## config.mk

```make
export PLATFORM = sky130hd
export DESIGN_NAME = esc_brake_reverse_sequencer
export DESIGN_NICKNAME = d
export VERILOG_FILES = /design/src/design/esc_pkg.sv /design/src/design/esc_brake_reverse_sequencer.sv /design/src/design/esc_seq_core.sv
export SDC_FILE = /design/constraint.sdc
export NUM_CORES = 1
export LEC_CHECK = 0
export BUFFER_PORTS_ARGS = -buffer_cell sky130_fd_sc_hd__buf_2
export CAP_MARGIN = 40
export CORE_MARGIN = 2
export CORE_UTILIZATION = 35
export DETAILED_ROUTE_END_ITERATION = 12
export PLACE_DENSITY = 0.64
export SYNTH_ARGS = -nofsm -noshare
export SYNTH_HDL_FRONTEND = slang
export SYNTH_HIERARCHICAL = 1
export SYNTH_SLANG_ARGS = --single-unit
```

## constraint.sdc

```tcl
create_clock -name i_clk -period 3.5 [get_ports i_clk]
set_input_delay 0.175 -clock i_clk [delete_from_list [all_inputs] [get_ports i_clk]]
set_output_delay 0.175 -clock i_clk [all_outputs]
set_load 0.1 [all_outputs]
```

## src/design/esc_pkg.sv

```systemverilog
package esc_pkg;

    localparam int unsigned REQ_W   = 8;
    localparam int unsigned TIME_W  = 32;
    localparam int unsigned CFG_W   = 16;
    localparam int unsigned PHASE_W = 3;
    localparam int unsigned IDX_W   = 2;

    localparam logic signed [REQ_W-1:0] DRIVE_MAX = 8'sd100;
    localparam logic signed [REQ_W-1:0] DRIVE_MIN = -8'sd100;

    localparam logic [CFG_W-1:0] BRAKE_TIME_RST = 16'd250;
    localparam logic [CFG_W-1:0] PAUSE_TIME_RST = 16'd100;

    // configuration register indexes
    localparam logic [IDX_W-1:0] CFG_BRAKE_TIME = 2'd0;
    localparam logic [IDX_W-1:0] CFG_PAUSE_TIME = 2'd1;

    typedef enum logic [PHASE_W-1:0] {
        PH_NEUTRAL = 3'd0,
        PH_FORWARD = 3'd1,
        PH_BRAKING = 3'd2,
        PH_PAUSE   = 3'd3,
        PH_REVERSE = 3'd4
    } t_phase;

    typedef struct packed {
        logic signed [REQ_W-1:0] request;
        logic [TIME_W-1:0]       time_now;
    } t_step_in;

    typedef struct packed {
        logic signed [REQ_W-1:0] drive_out;
        t_phase                  phase;
    } t_step_out;

    typedef struct packed {
        logic [CFG_W-1:0] brake_time_ms;
        logic [CFG_W-1:0] pause_time_ms;
    } t_cfg;

endpackage

```

## src/design/esc_brake_reverse_sequencer.sv

```systemverilog
// Brake-then-reverse drive sequencer.
// A word goes from the input register to the result register, which drives the outputs.
// Throughput: one word per cycle while the output is not stalled; the step logic between
// the input and result registers (one 32-bit subtract and two compares) sets the cycle.
// Reset (synchronous, active low): neutral phase, zero drive, timers 250 and 100 ms.
module esc_brake_reverse_sequencer (
    input  logic                             i_clk,
    input  logic                             i_rst_n,
    input  logic                             i_in_valid,
    output logic                             o_in_stall,
    input  logic signed [esc_pkg::REQ_W-1:0] i_request,
    input  logic [esc_pkg::TIME_W-1:0]       i_time_now,
    output logic                             o_out_valid,
    input  logic                             i_out_stall,
    output logic signed [esc_pkg::REQ_W-1:0] o_drive_out,
    output logic [esc_pkg::PHASE_W-1:0]      o_phase,
    input  logic                             i_cfg_we,
    input  logic [esc_pkg::IDX_W-1:0]        i_cfg_index,
    input  logic [esc_pkg::CFG_W-1:0]        i_cfg_data
);

    esc_pkg::t_cfg      r_cfg;
    logic               r_in_valid;
    esc_pkg::t_step_in  r_in;
    logic               r_out_valid;
    esc_pkg::t_step_out r_out;
    esc_pkg::t_step_out step_result;
    logic               advance;
    logic               in_accept;

    // move the held word on when the result register is free or being drained
    assign advance    = r_in_valid && (!r_out_valid || !i_out_stall);
    assign o_in_stall = r_in_valid && !advance;
    assign in_accept  = i_in_valid && !o_in_stall;

    always_ff @(posedge i_clk) begin
        if (!i_rst_n) begin
            r_cfg.brake_time_ms <= esc_pkg::BRAKE_TIME_RST;
            r_cfg.pause_time_ms <= esc_pkg::PAUSE_TIME_RST;
        end else if (i_cfg_we) begin
            case (i_cfg_index)
                esc_pkg::CFG_BRAKE_TIME: r_cfg.brake_time_ms <= i_cfg_data;
                esc_pkg::CFG_PAUSE_TIME: r_cfg.pause_time_ms <= i_cfg_data;
                default: ;
            endcase
        end
    end

    always_ff @(posedge i_clk) begin
        if (!i_rst_n) begin
            r_in_valid <= 1'b0;
        end else if (in_accept) begin
            r_in_valid <= 1'b1;
        end else if (advance) begin
            r_in_valid <= 1'b0;
        end
    end

    always_ff @(posedge i_clk) begin
        if (in_accept) begin
            r_in.request  <= i_request;
            r_in.time_now <= i_time_now;
        end
    end

    always_ff @(posedge i_clk) begin
        if (!i_rst_n) begin
            r_out_valid <= 1'b0;
        end else if (advance) begin
            r_out_valid <= 1'b1;
        end else if (!i_out_stall) begin
            r_out_valid <= 1'b0;
        end
    end

    always_ff @(posedge i_clk) begin
        if (advance) begin
            r_out <= step_result;
        end
    end

    esc_seq_core u_core (
        .i_clk    (i_clk),
        .i_rst_n  (i_rst_n),
        .i_step   (advance),
        .i_item   (r_in),
        .i_cfg    (r_cfg),
        .o_result (step_result)
    );

    assign o_out_valid = r_out_valid;
    assign o_drive_out = r_out.drive_out;
    assign o_phase     = r_out.phase;

endmodule

```

## src/design/esc_seq_core.sv

```systemverilog
module esc_seq_core (
    input  logic               i_clk,
    input  logic               i_rst_n,
    input  logic               i_step,
    input  esc_pkg::t_step_in  i_item,
    input  esc_pkg::t_cfg      i_cfg,
    output esc_pkg::t_step_out o_result
);

    esc_pkg::t_phase                         r_mode;
    esc_pkg::t_phase                         n_mode;
    logic [esc_pkg::TIME_W-1:0]              r_entry_time;
    logic [esc_pkg::TIME_W-1:0]              n_entry_time;
    logic signed [esc_pkg::REQ_W-1:0]        r_last_drive;
    logic signed [esc_pkg::REQ_W-1:0]        n_last_drive;

    logic signed [esc_pkg::REQ_W-1:0]        req;
    logic [esc_pkg::TIME_W-1:0]              elapsed;
    logic                                    brake_done;
    logic                                    pause_done;
    esc_pkg::t_phase                         leave_mode;

    always_ff @(posedge i_clk) begin
        if (!i_rst_n) begin
            r_mode       <= esc_pkg::PH_NEUTRAL;
            r_entry_time <= '0;
            r_last_drive <= '0;
        end else if (i_step) begin
            r_mode       <= n_mode;
            r_entry_time <= n_entry_time;
            r_last_drive <= n_last_drive;
        end
    end

    always_comb begin
        if (i_item.request > esc_pkg::DRIVE_MAX) begin
            req = esc_pkg::DRIVE_MAX;
        end else if (i_item.request < esc_pkg::DRIVE_MIN) begin
            req = esc_pkg::DRIVE_MIN;
        end else begin
            req = i_item.request;
        end
    end

    // wrapping difference from the stored entry timestamp
    assign elapsed    = i_item.time_now - r_entry_time;
    assign brake_done = elapsed >= {{(esc_pkg::TIME_W-esc_pkg::CFG_W){1'b0}}, i_cfg.brake_time_ms};
    assign pause_done = elapsed >= {{(esc_pkg::TIME_W-esc_pkg::CFG_W){1'b0}}, i_cfg.pause_time_ms};
    assign leave_mode = (req > 8'sd0) ? esc_pkg::PH_FORWARD : esc_pkg::PH_NEUTRAL;

    always_comb begin
        n_mode       = r_mode;
        n_entry_time = r_entry_time;
        n_last_drive = r_last_drive;
        case (r_mode)
            esc_pkg::PH_NEUTRAL: begin
                if (req > 8'sd0) begin
                    n_mode       = esc_pkg::PH_FORWARD;
                    n_last_drive = req;
                end else if (req < 8'sd0) begin
                    n_mode       = esc_pkg::PH_BRAKING;
                    n_entry_time = i_item.time_now;
                    n_last_drive = req;
                end else begin
                    n_last_drive = '0;
                end
            end
            esc_pkg::PH_FORWARD: begin
                if (req < 8'sd0) begin
                    n_mode       = esc_pkg::PH_BRAKING;
                    n_entry_time = i_item.time_now;
                    n_last_drive = req;
                end else if (req == 8'sd0) begin
                    n_mode       = esc_pkg::PH_NEUTRAL;
                    n_last_drive = '0;
                end else begin
                    n_last_drive = req;
                end
            end
            esc_pkg::PH_BRAKING: begin
                if (req >= 8'sd0) begin
                    n_mode       = leave_mode;
                    n_last_drive = req;
                end else if (brake_done) begin
                    // restart the clock for the zero-output pause
                    n_mode       = esc_pkg::PH_PAUSE;
                    n_entry_time = i_item.time_now;
                    n_last_drive = '0;
                end else begin
                    n_last_drive = req;
                end
            end
            esc_pkg::PH_PAUSE: begin
                if (req >= 8'sd0) begin
                    n_mode       = leave_mode;
                    n_last_drive = req;
                end else if (pause_done) begin
                    n_mode       = esc_pkg::PH_REVERSE;
                    n_last_drive = req;
                end else begin
                    n_last_drive = '0;
                end
            end
            esc_pkg::PH_REVERSE: begin
                if (req >= 8'sd0) begin
                    n_mode = leave_mode;
                end
                n_last_drive = req;
            end
            default: begin
                // unknown code: drop back to the reset state
                n_mode       = esc_pkg::PH_NEUTRAL;
                n_entry_time = '0;
                n_last_drive = '0;
            end
        endcase
    end

    assign o_result.drive_out = n_last_drive;
    assign o_result.phase     = n_mode;

    a_pause_zero: assert property (@(posedge i_clk) disable iff (!i_rst_n)
        r_mode == esc_pkg::PH_PAUSE |-> r_last_drive == 8'sd0)
        else $error("pause phase with nonzero drive");

    a_neutral_zero: assert property (@(posedge i_clk) disable iff (!i_rst_n)
        r_mode == esc_pkg::PH_NEUTRAL |-> r_last_drive == 8'sd0)
        else $error("neutral phase with nonzero drive");

    a_reverse_path_neg: assert property (@(posedge i_clk) disable iff (!i_rst_n)
        (r_mode == esc_pkg::PH_BRAKING || r_mode == esc_pkg::PH_REVERSE)
        |-> (r_last_drive < 8'sd0 && r_last_drive >= esc_pkg::DRIVE_MIN))
        else $error("reverse path drive not in negative range");

    a_forward_pos: assert property (@(posedge i_clk) disable iff (!i_rst_n)
        r_mode == esc_pkg::PH_FORWARD
        |-> (r_last_drive > 8'sd0 && r_last_drive <= esc_pkg::DRIVE_MAX))
        else $error("forward phase drive not in positive range");

    a_pause_entry: assert property (@(posedge i_clk) disable iff (!i_rst_n)
        (i_step && r_mode == esc_pkg::PH_BRAKING && n_mode == esc_pkg::PH_PAUSE)
        |=> r_entry_time == $past(i_item.time_now))
        else $error("pause entry timestamp not captured");

endmodule
```

Yosys cells after proc, flatten, opt, wreduce, memory -nomap -nowiden
Cells that the tools add are included.

Flip-flop bits (word level): 120. Input port bits: 63. Output and inout bits: 13.

Add/sub/neg operators: 1. Order comparisons: 7. Equal/unequal tests: 9. Mux-type cells: 31. Bitwise gates (word level): 1. Reduce and logical (&&, ||, !) cells: 16.

Operators by type and width (count): 2-to-1 mux 32 bit (4); case mux 32 bit (4 select lines) (1); 2-to-1 mux 8 bit (10); >= comparator 32 x 16 -> 1 bit (2); case mux 8 bit (5 select lines) (1); subtractor 32 bit (1); 2-to-1 mux 3 bit (9); case mux 3 bit (5 select lines) (1); >= comparator 8 x 1 -> 1 bit (second input constant) (1); > comparator 8 x 1 -> 1 bit (second input constant) (1); > comparator 8 bit (second input constant) (1); logical NOT 8 bit (1); < comparator 8 x 1 -> 1 bit (second input constant) (1); < comparator 8 bit (second input constant) (1); equality test 3 x 2 -> 1 bit (second input constant) (2); 2-to-1 mux 1 bit (5); AND reduction 5 bit (1); logical NOT 1 bit (4); != test 2 x 1 -> 1 bit (second input constant) (2); != test 2 bit (second input constant) (2); AND reduction 2 bit (2); equality test 3 x 1 -> 1 bit (second input constant) (1); equality test 3 bit (second input constant) (1); logical AND 1 bit (3); other kinds (7) (7).

Depth between registers and ports, before layout
Word-level depth: 8. Depth in mapped cells: 20. Mapped depth without buffers: 19.

Cells and area by module
Netlist, hierarchy kept.

By module, submodules not included: esc_seq_core (times used 1, cells each 626, area each 4433.0 um2, seq. area each 700.7 um2); esc_brake_reverse_sequencer (times used 1, cells each 188, area each 2894.0 um2, seq. area each 2212.1 um2).

Worst setup path after synthesis
Ideal clock, no wire load.

Kind: flip-flop to flip-flop. Start: register r_in[1] (netlist bit). End: register r_out (netlist bit o_drive_out[5]), data pin. Setup time: 0.146 ns. Data arrival time: 3.716 ns. Data required time: 3.354 ns. Setup slack: -0.362 ns. Cell stages (with the launch flop): 17. Path buffers: 0. Clock period less this slack: 3.862 ns. Cells stage by stage: edfxtp_1 ha_1 nor2b_1 o2111ai_1 a2111oi_0 nor3_1 xnor2_1 ha_1 a21o_1 a21o_1 a21oi_1 o21ai_0 nor3_1 nand4_2 or2_4 a41oi_2 a21boi_1.

RTL lines: start, declared (RTL line esc_brake_reverse_sequencer.sv:24) `esc_pkg::t_step_in r_in;`; end signal, assigned (RTL line esc_brake_reverse_sequencer.sv:78) `r_out <= step_result;`; end, declared (RTL line esc_brake_reverse_sequencer.sv:26) `esc_pkg::t_step_out r_out;`.

==> results.yml <==
critical_path:
  critPathLaunchType: "register"
  max_stage_delay_ns: 0.41
  end_kind: "register"
  crit_type: "reg -> reg"
  cp_max_fo: 5
  crit_buf_inv: 0
  crit_path_top_delay_cell: "edfxtp_1"
  crit_required_ns: 3.77
  reg2regPathDepth: 16
  crit_family: "compound AO/OA/AOI/OAI gates"
  reg2reg_slack_ns: -0.25
  cp.depth: 16
  cp.arrival_ns: 4.02
  cp_cell_sequence: "ha_1, nor2b_4, o2111ai_4, a2111oi_4, nor3_2, xnor2_1, ha_1, a21o_1, a21o_1, a21oi_2, o21ai_1, nor3_2, nand4_2, or2_4, a41oi_4, a21boi_2"
floorplan:
  core-area_mm2: 0.02036
  die_area_mm2: 0.02211
  start_util: 0.3598
  die_h_um: 148.7
  rows: 52
  ios: 76
  die_x_um: 148.7
synthesis:
  async_reset_ff_frac: 0
  synthDistinctLibCells: 77
  synth-warning-count: 6
  synth_edf_count: 51
  synthMuxAreaShare: 0.04098
  seq_area_frac_synth: 0.3975
  synth_area_per_cell_um2: 9.001
  synth.net_count: 942
  yosys.area_share.xor_xnor: 0.02749
  synth.ff_latch_count: 120
  synth_fa_ha_area_frac: 0.1120
  synth_top_family_by_area: "simple AND/OR/NAND/NOR gates"
  netlist_instances: 814
  synth-simple-area-share: 0.1754
  synth.top_cell.area_share: 0.2090
  yosysTopAreaCell: "edfxtp_1"
  synth-compound-area-share: 0.1682
  syn_area_mm2: 0.007327
  ys.flop_type: "dfxtp_1"
  synth_area_leaders: "edfxtp_1, dfxtp_1, ha_1, nand2_1, inv_1"
global_route:
  use_met2: 0.2627
  busiest_layer: "met2"
  grt_pass1_wl_um: 28690
  antenna_found_initial: 0
  grtUsageTotal: 0.1594
  grt_util_met1: 0.2079
  grt_remaining_overflow: 0
  first_global_vias: 6173
  grt_max_degree: 65
  met3_usage: 0.03620
flow_run:
  drv_cap: 0
final_layout:
  nets: 1146
  fillCellCount: 1863
  area_growth_pct: 41.12
  final_cells: 1301
  final_cell_area_mm2: 0.01034
  multi_input_area_mm2: 0.004437
  regArea_mm2: 0.002914
  n_antenna_cell: 0
  layout-drive-gt1-share: 0.3143
drt:
  wl_per_cell_um: 14.53
  via_count: 6373
  via_per_inst: 4.899
  routed_wl_um: 18910
  ant_nets: 0
  drc: 0
  first_iter_violations: 372
  first_pass_iters: 5
clocking:
  cts.clk_slew.worst_paths_ns: 0.05
  worstSkewPairLatency_ns: 0.42
  cts_sinks: 120
  numCtsBuffers: 17
  cts_tree: "built"
  clockRootBuffer: "clkbuf_16"
  cts_buffer_depth: 2
  cts.htree.levels: 4
sta:
  setup_ws_ns: -0.2511
  worstMarginPinSlew_ns: 0.8198
  fmax_mhz: 266.6
  timing.slew.headroom: 0.4523
  hold_violations: 0
  drv_slew: 0
  grt_setup_unrepaired: "yes"
  holdWs_ns: 0.02616
  setup_violations: 46
  period_share: 1.072
  period_needed_ns: 3.751
  finClkSkew_ns: 0.007687
placement:
  hpwl_um: 12390
  numPortBuffers: 75
  globalplace.congestion: 0.8518
  placed_area_mm2: 0.008680
  place_inst: 1216
status:
  outcome: "finished, violations left"
  violations: "setup timing"
pwr:
  max-vdd-ir-drop_mv: 0.2921
  powerDensity_mw_per_mm2: 445.6
  p_leak_nw: 4.287
hold_path:
  min_path_type: "in -> reg"
  worstHoldPathCells: 3
-- cells in the mapped netlist, types with 2 or more instances --
library cell	instances
a21o_1	18
or4bb_1	4
and3_1	7
nand2b_1	5
mux2i_1	30
a21o_2	3
ha_1	64
o21ai_1	3
dfxtp_1	69
o2111ai_1	2
xnor2_1	16
a21oi_1	45
edfxtp_1	51
o22ai_1	3
buf_6	6
a221oi_1	2
a2111oi_0	2
nor2_1	34
clkbuf_1	18
nor2b_1	10
o21a_1	5
o21ai_0	55
nor3_1	7
o31a_1	2
buf_2	9
buf_4	2
nand3b_1	2
a21oi_2	2
and2_1	5
clkbuf_8	3
nand3_1	43
or2b_1	2
nand4_1	14
nor4_1	5
o21bai_1	2
a21boi_1	2
a311oi_1	2
a311o_1	2
o31ai_1	6
o211ai_1	9
xor2_1	7
a211oi_1	4
inv_1	82
nand2_1	112
a31oi_1	6
-- state kept, by name, summed over array words and instances (netlist names) --
name                 count
r_cfg                   32
r_in_valid               1
o_drive_out              8
u_core/r_mode            3
o_out_valid              1
u_core/r_entry_time     32
o_phase                  3
r_in                    40
-- layout by cell type (no fill, tap or decap), types with 5 or more instances in the layout --
master         netlist  routed
a21oi_1             45      38
inv_1               82      82
nand2_1            112     111
and3_1               7       7
buf_4                2     101
o21ai_1              3      31
xor2_1               7       6
dfxtp_1             69      68
nor2_1              34      30
clkinv_2             0       6
o21ai_2              0       7
ha_1                64      53
mux2i_1             30      30
nor2b_1             10       7
edfxtp_1            51      51
nand4_1             14      14
o21a_1               5       5
ha_4                 0       6
a21oi_2              2       6
a21o_1              18      18
nand3_2              0      33
nand3_1             43      10
o211ai_1             9       9
ha_2                 0       5
nor3_1               7       5
clkbuf_16            0      20
dlygate4sd3_1        0      41
buf_2                9      75
xnor2_1             16      15
o21ai_0             55      20
-- repair_timing --
item                                    CTS  global route
endpoints found under the setup margin   46            46
buffers inserted                          2             4
endpoints found under the hold margin    41             0
gates resized for setup                  20           103
hold buffers                             41             0
gates cloned                              0             6
pin swaps                                34            66
-- worst min-delay path: stages --
cell and delay, ns:
buf_2 0.11, nand2_1 0.05, mux2i_1 0.06
-- per-stage QoR --
stage          utilization  TNS [ns]  power [mW]  setup WS (ns)
6_report            0.5077    -7.723       4.608        -0.2511
5_1_grt             0.5077    -18.25       4.841        -0.4883
4_1_cts             0.4808    -9.490       4.515        -0.2937
3_5_place_dp        0.4262    -13.62       2.640        -0.4478
3_3_place_gp        0.4249    -14.20       2.621        -0.4157
2_1_floorplan            -         0       2.300       0.003855
-- power by group --
| group | total, mW | internal, mW | switching (mW) |
|---|---|---|---|
| Sequential | 1.59 | 1.54 | 0.0478 |
| Combinational | 1.23 | 0.572 | 0.658 |
| Clock | 1.79 | 1.18 | 0.613 |
| Total | 4.61 | 3.29 | 1.32 |
-- final timing paths --
check                        startpoint                        to
hold reg to reg   r_cfg[1]$_SDFFE_PN0P_     r_cfg[1]$_SDFFE_PN0P_
setup reg to reg      r_in[1]$_DFFE_PP_  o_drive_out[6]$_DFFE_PP_
hold / removal            i_cfg_data[2]    r_cfg[18]$_SDFFE_PN0P_
setup / recovery      r_in[1]$_DFFE_PP_  o_drive_out[6]$_DFFE_PP_
-- kinds of logic (layout without fill, tap and decap cells) --
logic type / count (synthesis) / count (layout)
AO/OA/AOI/OAI: 189 / 189
XOR/XNOR: 23 / 23
adder cells (fa/ha/maj): 65 / 65
buffers and inverters: 124 / 341
flip-flops: 120 / 120
multiplexers: 30 / 30
AND/OR/NAND/NOR: 263 / 263
-- cell type report --
type / count / share of cell area
multi-input combinational: 570 / 0.4291
sequential: 120 / 0.2818
timing repair buffer: 227 / 0.1692
clock buffer: 20 / 0.04223
tap: 270 / 0.03267
inverter: 82 / 0.02977
clock inverter: 12 / 0.01525
-- per-layer routing --
metal | wire [µm] | share of wire | up-vias
li1 | - | - | 3294
met1 | 8934 | 0.47 | 2969
met2 | 9073 | 0.48 | 96
met3 | 666 | 0.035 | 14
met4 | 236 | 0.012 | 0
met5 | 0 | 0 | -
Note: power is estimated with default switching activity, not from simulation.
